File: src/tswc_pkg.sv
`default_nettype none

package tswc_pkg;

    localparam int VALUE_W     = 11;
    localparam int TARGET_W    = 12;
    localparam int WAYS_W      = 32;
    localparam int STATUS_W    = 2;
    localparam int S_TDATA_W   = 24;
    localparam int M_TDATA_W   = 40;

    localparam logic [STATUS_W-1:0] ST_OK    = 2'd0;
    localparam logic [STATUS_W-1:0] ST_SAT   = 2'd1;
    localparam logic [STATUS_W-1:0] ST_RANGE = 2'd2;

    // one number as handed from the front to the back
    typedef struct packed {
        logic [VALUE_W-1:0]         value;
        logic signed [TARGET_W-1:0] target;
        logic                       last;
        logic                       range_err;  // running sum left the table here
    } t_job;

endpackage

`default_nettype wire

File: src/tswc_front.sv
`default_nettype none

module tswc_front #(
    parameter int MAX_SUM = 1024
) (
    input  wire logic                             i_clk,
    input  wire logic                             i_rst_n,
    input  wire logic                             i_s_axis_tvalid,
    output logic                                  o_s_axis_tready,
    input  wire logic [tswc_pkg::S_TDATA_W-1:0]   i_s_axis_tdata, // value, target, pad
    input  wire logic                             i_s_axis_tlast,  // last
    input  wire logic                             i_full,
    output logic                                  o_push,
    output tswc_pkg::t_job                        o_job
);

    localparam int RW = $clog2(MAX_SUM + 1);
    localparam int SW = (RW > tswc_pkg::VALUE_W ? RW : tswc_pkg::VALUE_W) + 1;

    logic [RW-1:0] r_reach;
    logic [RW-1:0] n_reach;
    logic [tswc_pkg::VALUE_W-1:0] value;
    logic                         over;

    assign value = i_s_axis_tdata[tswc_pkg::VALUE_W-1:0];
    assign over  = SW'(value) > (SW'(MAX_SUM) - SW'(r_reach));

    assign o_s_axis_tready = !i_full;
    assign o_push          = i_s_axis_tvalid && !i_full;

    always_comb begin
        o_job.value     = value;
        o_job.target    = i_s_axis_tdata[tswc_pkg::VALUE_W +: tswc_pkg::TARGET_W];
        o_job.last      = i_s_axis_tlast;
        o_job.range_err = over;
    end

    always_comb begin
        if (i_s_axis_tlast) begin
            n_reach = '0;
        end else if (over) begin
            n_reach = RW'(MAX_SUM);
        end else begin
            n_reach = RW'(SW'(r_reach) + SW'(value));
        end
    end

    always_ff @(posedge i_clk) begin
        if (!i_rst_n) begin
            r_reach <= '0;
        end else if (o_push) begin
            r_reach <= n_reach;
        end
    end

endmodule

`default_nettype wire

File: config.mk
export PLATFORM = sky130hd
export DESIGN_NAME = tswc_front
export DESIGN_NICKNAME = d
export VERILOG_FILES = /design/src/tswc_pkg.sv /design/src/tswc_front.sv
export SDC_FILE = /design/constraint.sdc
export NUM_CORES = 1
export LEC_CHECK = 0
export BUFFER_PORTS_ARGS = -buffer_cell sky130_fd_sc_hd__clkbuf_2
export CAP_MARGIN = 20
export CORE_MARGIN = 5
export CORE_UTILIZATION = 35
export CTS_BUF_LIST = sky130_fd_sc_hd__clkbuf_4 sky130_fd_sc_hd__clkbuf_8 sky130_fd_sc_hd__clkbuf_16
export CTS_CLUSTER_DIAMETER = 30
export DETAILED_ROUTE_END_ITERATION = 16
export MAX_ROUTING_LAYER = met4
export RECOVER_POWER = 25
export SLEW_MARGIN = 20
export SYNTH_ARGS = -nofsm -noshare
export SYNTH_HDL_FRONTEND = slang
export SYNTH_SLANG_ARGS = --single-unit
File: constraint.sdc
create_clock -name i_clk -period 4.07 [get_ports i_clk]
set_input_delay 0.814 -clock i_clk [delete_from_list [all_inputs] [get_ports i_clk]]
set_output_delay 0.814 -clock i_clk [all_outputs]
set_load 0.05 [all_outputs]
==> results by group <==
Outcome
  • Status: completed

Clock network
  • Post-CTS Setup Bufs: 0
  • Hold Buf Count CTS: 0
  • CTS tree: built
  • Clock Pin Slew Worst Setup and Hold Paths: 0.06 ns
  • Cts bufs inserted: 3
  • Maximum clock path buffer count: 2
  • Worst skew pair latency: 0.24 ns
  • CTS sink count: 11
  • Root Buffer: clkbuf_8
  • CTS H-tree lvls: 1

Power
  • Power per Cell Area: 433.7 nW/um^2
  • Leakage: 0.0007283 uW
  • VDD IR max: 0.0001269 V

Detailed routing
  • Post-route ant nets: 0
  • Wire per inst: 13.13 microns
  • DRC viols: 0
  • Routed wire length: 3191 microns
  • Vias: 1241
  • Via density: 5.107
  • Drt pass-1 iters: 4
  • Initial drt markers: 56

Worst hold path
  • Hold Crit Start: r_reach[8]$_SDFFE_PN0P_
  • Hold WC Path Type: register to register

Global routing
  • Gr usage total: 0.1305
  • Vias in the first global route: 1174
  • Antenna violations before repair: 0
  • Total congestion overflow: 0
  • Largest net degree at the start of global routing: 9
  • Global-route wire length before repair: 5451 microns

Final layout
  • Design Area, Final: 1563 sq um
  • Layout net count: 246
  • Largest registers in the final layout: r_reach: 11 flops
  • Fill count: 418
  • Area Growth Syn to Fin: 9.178%
  • Largest reg by FF count: r_reach
  • Ant. Diodes: 0
  • Layout cell share with drive strength beyond 1: 0.2435
  • Max reg flops: 11

Placed design
  • Placed cell area: 1471 sq um
  • Placer Congestion: 0.7858
  • PortBufs: 30
  • Post-DP HPWL: 2555 microns

Critical path
  • Worst setup startpoint: r_reach[4]$_SDFFE_PN0P_
  • CP Cell Sequence: or4_4 -> or3_4 -> or3b_1 -> nand2_1 -> ha_1 -> nand3_2 -> o221ai_2 -> a211oi_1 -> a221o_2 -> inv_1 -> buf_6
  • Largest stage delay, worst path: 0.53 ns
  • WP buf/inv: 2
  • Worst Setup End Kind: output port
  • Setup CP Type: register to output port
  • Type of origin of the critical path: register
  • CP max stage cell: or4_4
  • CP max FO: 6
  • Worst Path Arrival: 3.05 ns
  • Family with the most delay on the worst path: simple AND/OR/NAND/NOR gates
  • Critical Path RT: 3.26 ns
  • Reg2reg start: r_reach[4]$_SDFFE_PN0P_

Floorplanning
  • Die height: 73.95 microns
  • Die width: 73.95 microns
  • Initial core utilization: 0.3604
  • Rows: 23
  • Die ar.: 5469 sq um
  • Core area: 3971 sq um
  • IO Count: 56

Timing
  • Skew final: 0.002869 ns
  • Final TNS setup: 0 ns
  • Final Max Tran Viols: 0
  • RSZ-0062 raised after global routing: false
  • Final hold vios: 0
  • Slew headroom: 0.6707
  • Final critical delay including setup and external delays: 3.868 ns
  • Max Clock Freq: 258.5 MHz
  • Slew @ Worst Pin: 0.4901 ns
  • Final critical-path share of the clock period: 0.9505
  • Final setup viols: 0

Logic synthesis
  • Seq/Total Area, Yosys: 0.1538
  • Syn Std Cell Area: 1431 sq um
  • Post-synth cell types: 34
  • Synth warn: 0
  • Avg Synthesized Cell Area: 7.865 sq um
  • Mapped Cells: 182
  • Seq cells post-synth: 11
  • Syn nets: 234

Run
  • Max Cap Violations: 0
## timing repair
item,in CTS,in global routing
gates resized for setup,2,8
setup endpoints to repair,1,1
pin swaps,0,1
## cell families after synthesis
group / share of synthesized area
flops: 0.1538
fa+ha+maj: 0.2063
simple gates: 0.1871
compound gates: 0.1783
buf+inv: 0.1705
xor+xnor: 0.1040
## where the power goes
part	switching, uW	internal (uW)	leakage (uW)
Sequential	12.7	116	0.0000896
Combinational	251	175	0.000613
Clock	46.3	75.8	0.0000262
## tightest hold or removal path, cell delays in order, from the launching register on
cell     delay (ns)
dfxtp_1        0.34
nand2_1        0.06
o21ai_0        0.06
## cells in the final DEF, fill, tap and decap left out, types with 7 or more instances in the layout
cell type,instances
a21oi_1,9
clkbuf_2,29
dfxtp_1,10
ha_1,22
inv_1,15
nand2_1,15
nand3_1,10
nor2_1,8
o21ai_0,8
xnor2_1,7
xor2_1,10
## metal layers
metal | wire length [microns] | track usage | up-vias
met4 | 39 | 0.03219 | 0
met3 | 164 | 0.01351 | 4
met1 | 1586 | 0.1843 | 558
li1 | - | - | 645
met5 | 0 | - | -
met2 | 1400 | 0.1988 | 34
## Yosys cell counts, drive strengths merged
library cell	count	area (sq um)
buf	25	187.7
nor3	6	30.03
or3b	1	8.760
and2	1	6.260
o21bai	4	30.03
a211oi	1	7.510
nor2b	4	25.02
or3	1	11.26
dfxtp	11	220.2
or4	1	11.26
fa	1	20.02
inv	15	56.30
and3	1	6.260
xor2	10	87.58
a32oi	4	35.03
nand2b	1	6.260
xnor2	7	61.31
and2b	1	8.760
o211ai	2	15.01
a31oi	2	12.51
nand3	11	55.05
a21oi	9	45.04
ha	22	275.3
a221o	1	11.26
o221ai	3	26.28
o2bb2ai	1	8.760
nand2	15	56.30
a21boi	2	15.02
o41ai	1	8.760
nor2	8	30.03
or2	1	6.260
o21ai	8	40.04
nor4	1	6.260
## path summary, 6_finish.rpt
kind / end / slack, ns / cells after the start
max: o_job[0] / 0.20 / 11
max reg2reg: r_reach[5]$_SDFFE_PN0P_ / 0.82 / 12
min: r_reach[8]$_SDFFE_PN0P_ / 0.52 / 2
min reg2reg: r_reach[8]$_SDFFE_PN0P_ / 0.52 / 2
## final cells by class
type,count,area (sq um),share of cell area
repair buffers,32,171.4,0.1097
inverters,15,56.30,0.03603
well taps,50,62.56,0.04003
flip-flops and latches,11,221.5,0.1417
clock buffers,4,48.80,0.03122
multi-input cells,131,1002,0.6413
## through the flow
step,setup WS [ns],power (uW),instances,hold slack (ns),utilization
detailed placement,0.2042,515.0,239,0.5144,0.3705
floorplan,0.3980,475.0,182,0.4779,-
finish,0.2016,677.7,243,0.5195,0.3935
CTS,0.02671,645.3,243,0.5222,0.3847
global placement,0.2328,514.2,239,0.5093,0.3705
global route,0.01588,738.7,243,0.5534,0.3935
No activity file was read; power rests on OpenSTA's default activity.
