<file path="src/tswc_pkg.sv">
`default_nettype none

package tswc_pkg;

    localparam int VALUE_W     = 11;
    localparam int TARGET_W    = 12;
    localparam int WAYS_W      = 32;
    localparam int STATUS_W    = 2;
    localparam int S_TDATA_W   = 24;
    localparam int M_TDATA_W   = 40;

    localparam logic [STATUS_W-1:0] ST_OK    = 2'd0;
    localparam logic [STATUS_W-1:0] ST_SAT   = 2'd1;
    localparam logic [STATUS_W-1:0] ST_RANGE = 2'd2;

    // one number as handed from the front to the back
    typedef struct packed {
        logic [VALUE_W-1:0]         value;
        logic signed [TARGET_W-1:0] target;
        logic                       last;
        logic                       range_err;  // running sum left the table here
    } t_job;

endpackage

`default_nettype wire

</file>
<file path="src/tswc_queue.sv">
`default_nettype none

module tswc_queue (
    input  wire logic            i_clk,
    input  wire logic            i_rst_n,
    input  wire logic            i_push,
    input  wire tswc_pkg::t_job  i_job,
    output logic                 o_full,
    input  wire logic            i_pop,
    output logic                 o_valid,
    output tswc_pkg::t_job       o_job
);

    tswc_pkg::t_job r_mem [2];
    logic           r_wp;
    logic           r_rp;
    logic [1:0]     r_cnt;

    assign o_full  = r_cnt == 2'd2;
    assign o_valid = r_cnt != 2'd0;
    assign o_job   = r_mem[r_rp];

    always_ff @(posedge i_clk) begin
        if (i_push) begin
            r_mem[r_wp] <= i_job;
        end
    end

    always_ff @(posedge i_clk) begin
        if (!i_rst_n) begin
            r_wp  <= 1'b0;
            r_rp  <= 1'b0;
            r_cnt <= '0;
        end else begin
            if (i_push) begin
                r_wp <= !r_wp;
            end
            if (i_pop) begin
                r_rp <= !r_rp;
            end
            r_cnt <= r_cnt + 2'(i_push) - 2'(i_pop);
        end
    end

endmodule

`default_nettype wire

</file>
<file path="config.mk">
export PLATFORM = sky130hd
export DESIGN_NAME = tswc_queue
export DESIGN_NICKNAME = d
export VERILOG_FILES = /design/src/tswc_pkg.sv /design/src/tswc_queue.sv
export SDC_FILE = /design/constraint.sdc
export NUM_CORES = 1
export LEC_CHECK = 0
export BUFFER_PORTS_ARGS = -buffer_cell sky130_fd_sc_hd__buf_2
export CORE_MARGIN = 1.5
export CORE_UTILIZATION = 49
export CTS_BUF_LIST = sky130_fd_sc_hd__clkbuf_4 sky130_fd_sc_hd__clkbuf_8
export CTS_CLUSTER_SIZE = 20
export DETAILED_ROUTE_END_ITERATION = 8
export PLACE_DENSITY = 0.83
export SLEW_MARGIN = 20
export SYNTH_ARGS = -nofsm -noshare
export SYNTH_HDL_FRONTEND = slang
export SYNTH_SLANG_ARGS = --single-unit
</file>
<file path="constraint.sdc">
create_clock -name i_clk -period 1.8 [get_ports i_clk]
set_input_delay 0.18 -clock i_clk [delete_from_list [all_inputs] [get_ports i_clk]]
set_output_delay 0.18 -clock i_clk [all_outputs]
set_load 0.05 [all_outputs]
</file>
==> results.sh, run 1 <==
export IMPL_status="complete, no violations"
export IMPL_slowest_delay_ps=340
export IMPL_seq_area_frac_synth_pct=74.94
export IMPL_ir_worst_vdd_uv=751.2
export IMPL_synth_seq_cells=55
export IMPL_cap_violations=0
export IMPL_ys_flop_type="edfxtp_1"
export IMPL_startpoint_type="flop"
export IMPL_grt_pass1_vias=1075
export IMPL_cp_cell_sequence="buf_4 > mux2_4 > buf_2"
export IMPL_layout_setup_ws_ps=175.2
export IMPL_initial_core_util_pct=52.30
export IMPL_num_io_pins=56
export IMPL_grt_max_degree=20
export IMPL_placedInstanceArea_mm2=0.002471
export IMPL_crit_fanout=13
export IMPL_postSynthAreaPerCell_um2=21.59
export IMPL_power_leakage_nw=1.053
export IMPL_clkLatencyLatePin_ps=300
export IMPL_wirelength_mm=2.935
export IMPL_slew_violations=0
export IMPL_n_fill_cell=300
export IMPL_worst_slew_pin_transition_ps=255.5
export IMPL_yosys_area_top_type="edfxtp_1"
export IMPL_root_buffer="clkbuf_8"
export IMPL_gp_congestion=0.7293
export IMPL_syn_nets=130
export IMPL_placedCellCount=207
export IMPL_max_freq_ghz=0.6155
export IMPL_cts_hold_buf=0
export IMPL_synth_area_mm2=0.002137
export IMPL_rows=23
export IMPL_synth_area_leaders="edfxtp_1 (70%), mux2_4 (14%), dfxtp_1 (4.7%), mux2_2 (2.6%), buf_12 (1.9%)"
export IMPL_synth_top_cell_area_share_pct=70.26
export IMPL_power_density_mw_per_mm2=1102
export IMPL_synthTopCellsByCount="edfxtp_1 (50), mux2_4 (20), dfxtp_1 (5), mux2_2 (5)"
export IMPL_critPathBufInv=2
export IMPL_yosysMostFrequentCell="edfxtp_1"
export IMPL_cts_sinks=55
export IMPL_wl_per_cell_um=13.65
export IMPL_cp_required_ps=1620
export IMPL_syn_inst=99
export IMPL_overflow=0
export IMPL_ctsHtreeMaxLevel=2
export IMPL_hp_class="input port to flop"
export IMPL_clkTransAtPathRegs_ps=90
export IMPL_via_count=1037
export IMPL_core_area_mm2=0.004086
export IMPL_postCtsSetupBuffers=0
export IMPL_yosysUniqueCellTypes=14
export IMPL_cts_buffer_depth=2
export IMPL_cp_arrival_ps=1440
export IMPL_relSlewSlack_pct=83.08
export IMPL_crit_type="flop to primary output"
export IMPL_dr_pass1_iters=4
export IMPL_finalSetupTns_ps=0
export IMPL_fin_cells=215
export IMPL_ant_nets=0
export IMPL_layout_drive_gt1_share_pct=57.58
export IMPL_avgViaCountPerCell=4.823
export IMPL_async_flop_share_pct=0
export IMPL_worst_clock_skew_ps=5.665
export IMPL_fin_nets=195
export IMPL_drcViolationCount=0
export IMPL_final_hold_viol_count=0
export IMPL_crit_family="buffers and inverters"
export IMPL_track_usage_pct=13.09
export IMPL_grt_pass1_wl_mm=4.719
export IMPL_setup_viol=0
export IMPL_design_area_mm2=0.002579
export IMPL_yosys_warnings=0
export IMPL_dp_hpwl_mm=2.185
export IMPL_areaGrowthSynthToFinish_pct=20.67
export IMPL_drt_initial_drc_count=82
export IMPL_synth_edf_count=50
export IMPL_antennaDiodeCount=0
export IMPL_slowest_stage="dfxtp_1"
export IMPL_io_buffers=55
export IMPL_fin_crit_ps=1625
export IMPL_die_h_um=69.04
export IMPL_pre_cts_ws_ps=408.3
export IMPL_rsz0062_at_grt="no"
export IMPL_die_area_mm2=0.004767
export IMPL_fp_dieW_um=69.04
export IMPL_endpoint_kind="primary output"
export IMPL_fin_crit_sh_pct=90.27
export IMPL_cts_tree="built"
export IMPL_grt_antenna_before_repair=0
export IMPL_cts_resized=0
export IMPL_numCtsBuffers=5
[final timing paths]
kind                      endpoint  slack [ps]           startpoint  depth (start not counted)
min          r_mem[1][2]$_DFFE_PP_          60             i_job[2]                          1
min reg2reg      r_rp$_SDFFE_PN0P_         610    r_rp$_SDFFE_PN0P_                          2
max reg2reg    r_cnt[1]$_SDFF_PN0_         410  r_cnt[0]$_SDFF_PN0_                          6
max                       o_job[9]         180                 flop                          3
[logic make-up (layout without fill, tap and decap cells)]
| logic type | after synthesis | in the layout | synth area share (%) |
|---|---|---|---|
| DFF | 55 | 55 | 74.94 |
| muxes | 25 | 25 | 16.69 |
| and+or+nand+nor | 9 | 9 | 2.634 |
| buffers and inverters | 5 | 71 | 2.752 |
| adders and majority gates | 2 | 2 | 1.171 |
| xor gates and xnor gates | 2 | 2 | 1.464 |
| AOI/OAI and AO/OA | 1 | 1 | 0.3514 |
[cell type report]
type	count	area (um2)	area share, %
Tap cell	50	62.56	2.426
Multi-Input combinational cell	39	479.2	18.58
Clock inverter	3	38.79	1.504
Inverter	2	7.507	0.2911
Sequential cell	55	1602	62.11
Timing Repair Buffer	61	320.3	12.42
Clock buffer	5	68.82	2.669
[placed cells by master (no fill, tap or decap)]
cell,netlist,final
edfxtp_1,50,50
and2_1,4,4
nor2b_1,4,3
inv_1,2,2
xor2_1,1,1
ha_1,2,2
o21a_1,1,1
xnor3_1,1,1
mux2_4,20,20
clkinv_1,0,1
buf_2,0,55
bufinv_16,0,1
buf_4,0,6
clkbuf_8,0,5
dfxtp_1,5,5
mux2_2,5,5
nor2b_2,0,1
or2_2,1,1
clkinv_2,0,1
[power by group]
group	total (mW)	internal, mW	switching (mW)	leakage [nW]
logic	0.582	0.206	0.375	0.486
registers	1.50	1.47	0.0252	0.511
clock network	0.761	0.407	0.354	0.0556
[worst reg2reg max path: stages, from the launching register on]
cell and delay [ps]:
dfxtp_1 370, inv_1 50, ha_1 260, inv_1 60
ha_1 130, xnor3_1 370, nor2b_1 100
[stage by stage]
step                total power, mW  hold slack (ps)  util (%)
floorplan                     2.002            278.9         -
global placement              2.099            367.8     60.47
detailed placement            2.117            373.5     60.47
CTS                           2.869            53.08     63.10
global route                  2.952            44.16     63.10
finish                        2.841            64.71     63.10
[state kept, by name (all words and copies together), names as in the netlist, named ones only]
signal and count:
r_wp 1, r_cnt 2, r_mem 50, r_rp 1
[layer usage]
layer	wire length, um	vias up	global-route usage [%]
met5	0	-	0
met4	48	0	4.575
met3	199	5	5.556
met2	1601	40	24.04
met1	1085	489	13.08
li1	-	503	-
No activity file was read; power rests on OpenSTA's default activity.
==> run 2: changes to the inputs <==
==> constraint.sdc (replaced) <==
create_clock -name i_clk -period 1.8 [get_ports i_clk]
set_input_delay 0.18 -clock i_clk [delete_from_list [all_inputs] [get_ports i_clk]]
set_output_delay 0.18 -clock i_clk [all_outputs]
set_load 0.005 [all_outputs]
==> results.sh, run 2 (same netlist as run 1, synthesis figures left out) <==
export IMPL_cp_arrival_ps=1350
export IMPL_initial_core_util_pct=52.30
export IMPL_grt_pass1_wl_mm=4.885
export IMPL_top_usage_layer="met2"
export IMPL_layout_drive_gt1_share_pct=58.18
export IMPL_top_regs="r_mem: 50 flops, r_cnt: 2 flops"
export IMPL_drt_initial_drc_count=90
export IMPL_cts_buffer_depth=2
export IMPL_ir_worst_vdd_uv=611.6
export IMPL_relSlewSlack_pct=83.73
export IMPL_rsz0062_at_grt="no"
export IMPL_power_leakage_nw=1.042
export IMPL_grt_pass1_vias=1078
export IMPL_clkLatencyLatePin_ps=300
export IMPL_power_density_mw_per_mm2=969.0
export IMPL_crit_fanout=12
export IMPL_crit_type="flop to primary output"
export IMPL_hp_class="input port to flop"
export IMPL_cap_violations=0
export IMPL_root_buffer="clkbuf_8"
export IMPL_gp_congestion=0.7117
export IMPL_die_h_um=69.04
export IMPL_core_area_mm2=0.004086
export IMPL_ant_nets=0
export IMPL_postCtsSetupBuffers=0
export IMPL_antennaDiodeCount=0
export IMPL_hp_start="i_job[6]"
export IMPL_ctsHtreeMaxLevel=2
export IMPL_final_cell_mix="buf_2 (55), edfxtp_1 (50), mux2_4 (20), buf_4 (6)"
export IMPL_grt_max_degree=20
export IMPL_cts_sinks=55
export IMPL_final_common_cell="buf_2"
export IMPL_status="complete, no violations"
export IMPL_finalSetupTns_ps=0
export IMPL_min_to="r_mem[1][6]$_DFFE_PP_"
export IMPL_largest_reg_flops=50
export IMPL_r2r_start="r_cnt[0]$_SDFF_PN0_"
export IMPL_num_io_pins=56
export IMPL_overflow=0
export IMPL_n_fill_cell=294
export IMPL_r2r_slack_ps=370
export IMPL_endpoint_kind="primary output"
export IMPL_numCtsBuffers=5
export IMPL_use_met3_pct=4.825
export IMPL_areaGrowthSynthToFinish_pct=19.79
export IMPL_cp_required_ps=1620
export IMPL_avgViaCountPerCell=4.800
export IMPL_cts_tree="built"
export IMPL_fin_crit_ps=1532
export IMPL_r2r_end="r_cnt[1]$_SDFF_PN0_"
export IMPL_setup_viol=0
export IMPL_holdPathStages=1
export IMPL_fp_dieW_um=69.04
export IMPL_cts_hold_buf=0
export IMPL_fin_crit_sh_pct=85.10
export IMPL_fin_nets=195
export IMPL_rows=23
export IMPL_clkTransAtPathRegs_ps=90
export IMPL_dr_pass1_iters=4
export IMPL_pre_cts_ws_ps=364.4
export IMPL_track_usage_pct=13.30
export IMPL_grt_use_met1_pct=14.73
export IMPL_worst_slew_pin_transition_ps=244.0
export IMPL_r2r_cells=6
export IMPL_layout_setup_ws_ps=268.2
export IMPL_slew_violations=0
export IMPL_wl_per_cell_um=13.85
export IMPL_final_hold_viol_count=0
export IMPL_io_buffers=55
export IMPL_cts_resized=0
export IMPL_wirelength_mm=2.977
export IMPL_startpoint_type="flop"
export IMPL_die_area_mm2=0.004767
export IMPL_via_count=1032
export IMPL_grt_antenna_before_repair=0
export IMPL_worst_clock_skew_ps=3.861
export IMPL_max_freq_ghz=0.6528
export IMPL_grt_use_met2_pct=23.50
export IMPL_drcViolationCount=0
export IMPL_largest_register="r_mem"
==> run 2: area by class of cell <==
class | count | area (um2) | area share (%)
multi-input combinational | 39 | 479.2 | 18.72
clock inverter | 2 | 12.51 | 0.4888
sequential | 55 | 1602 | 62.56
clock buffer | 6 | 76.32 | 2.981
inverter | 2 | 7.507 | 0.2933
timing repair buffer | 61 | 320.3 | 12.51
tap | 50 | 62.56 | 2.444
==> run 2: how the worst max path moves through the flow <==
stage                        start                     to  slack, ps  depth (start not counted)
3_3_place_gp   r_cnt[0]$_SDFF_PN0_    r_cnt[1]$_SDFF_PN0_        480                          6
6_report                      flop              o_job[24]        270                          3
5_1_grt                       flop              o_job[24]        190                          3
2_1_floorplan    r_wp$_SDFFE_PN0P_  r_mem[0][0]$_DFFE_PP_        390                          1
3_5_place_dp   r_cnt[0]$_SDFF_PN0_    r_cnt[1]$_SDFF_PN0_        360                          6
4_1_cts                       flop              o_job[24]        250                          3
==> run 2: critical path, cell delays in order, from the launching register on <==
cell and delay [ps]:
dfxtp_1 330, buf_4 230, mux2_2 360, buf_2 130
==> run 2: routing by layer <==
layer,share of wire [%],wire (um),vias up
met5,0,0,-
met3,6.4,192,4
li1,-,-,504
met2,53,1574,45
met1,39,1173,479
met4,1.3,38,0
==> run 2: stage by stage <==
stage / hold slack, ps / area [um2] / total power, mW / std cells / utilization (%)
6_report: 64.54 / 2560 / 2.481 / 215 / 62.65
5_1_grt: 44.50 / 2560 / 2.601 / 215 / 62.65
4_1_cts: 55.33 / 2560 / 2.509 / 215 / 62.65
3_5_place_dp: 372.6 / 2471 / 1.876 / 207 / 60.47
3_3_place_gp: 368.2 / 2471 / 1.856 / 207 / 60.47
2_1_floorplan: 278.9 / 2140 / 1.748 / 99 / -
==> run 2: where the power goes <==
group | internal (mW) | switching (mW) | total, mW
clock network | 0.287 | 0.354 | 0.641
logic | 0.205 | 0.138 | 0.343
registers | 1.47 | 0.0245 | 1.50
total | 1.96 | 0.516 | 2.48
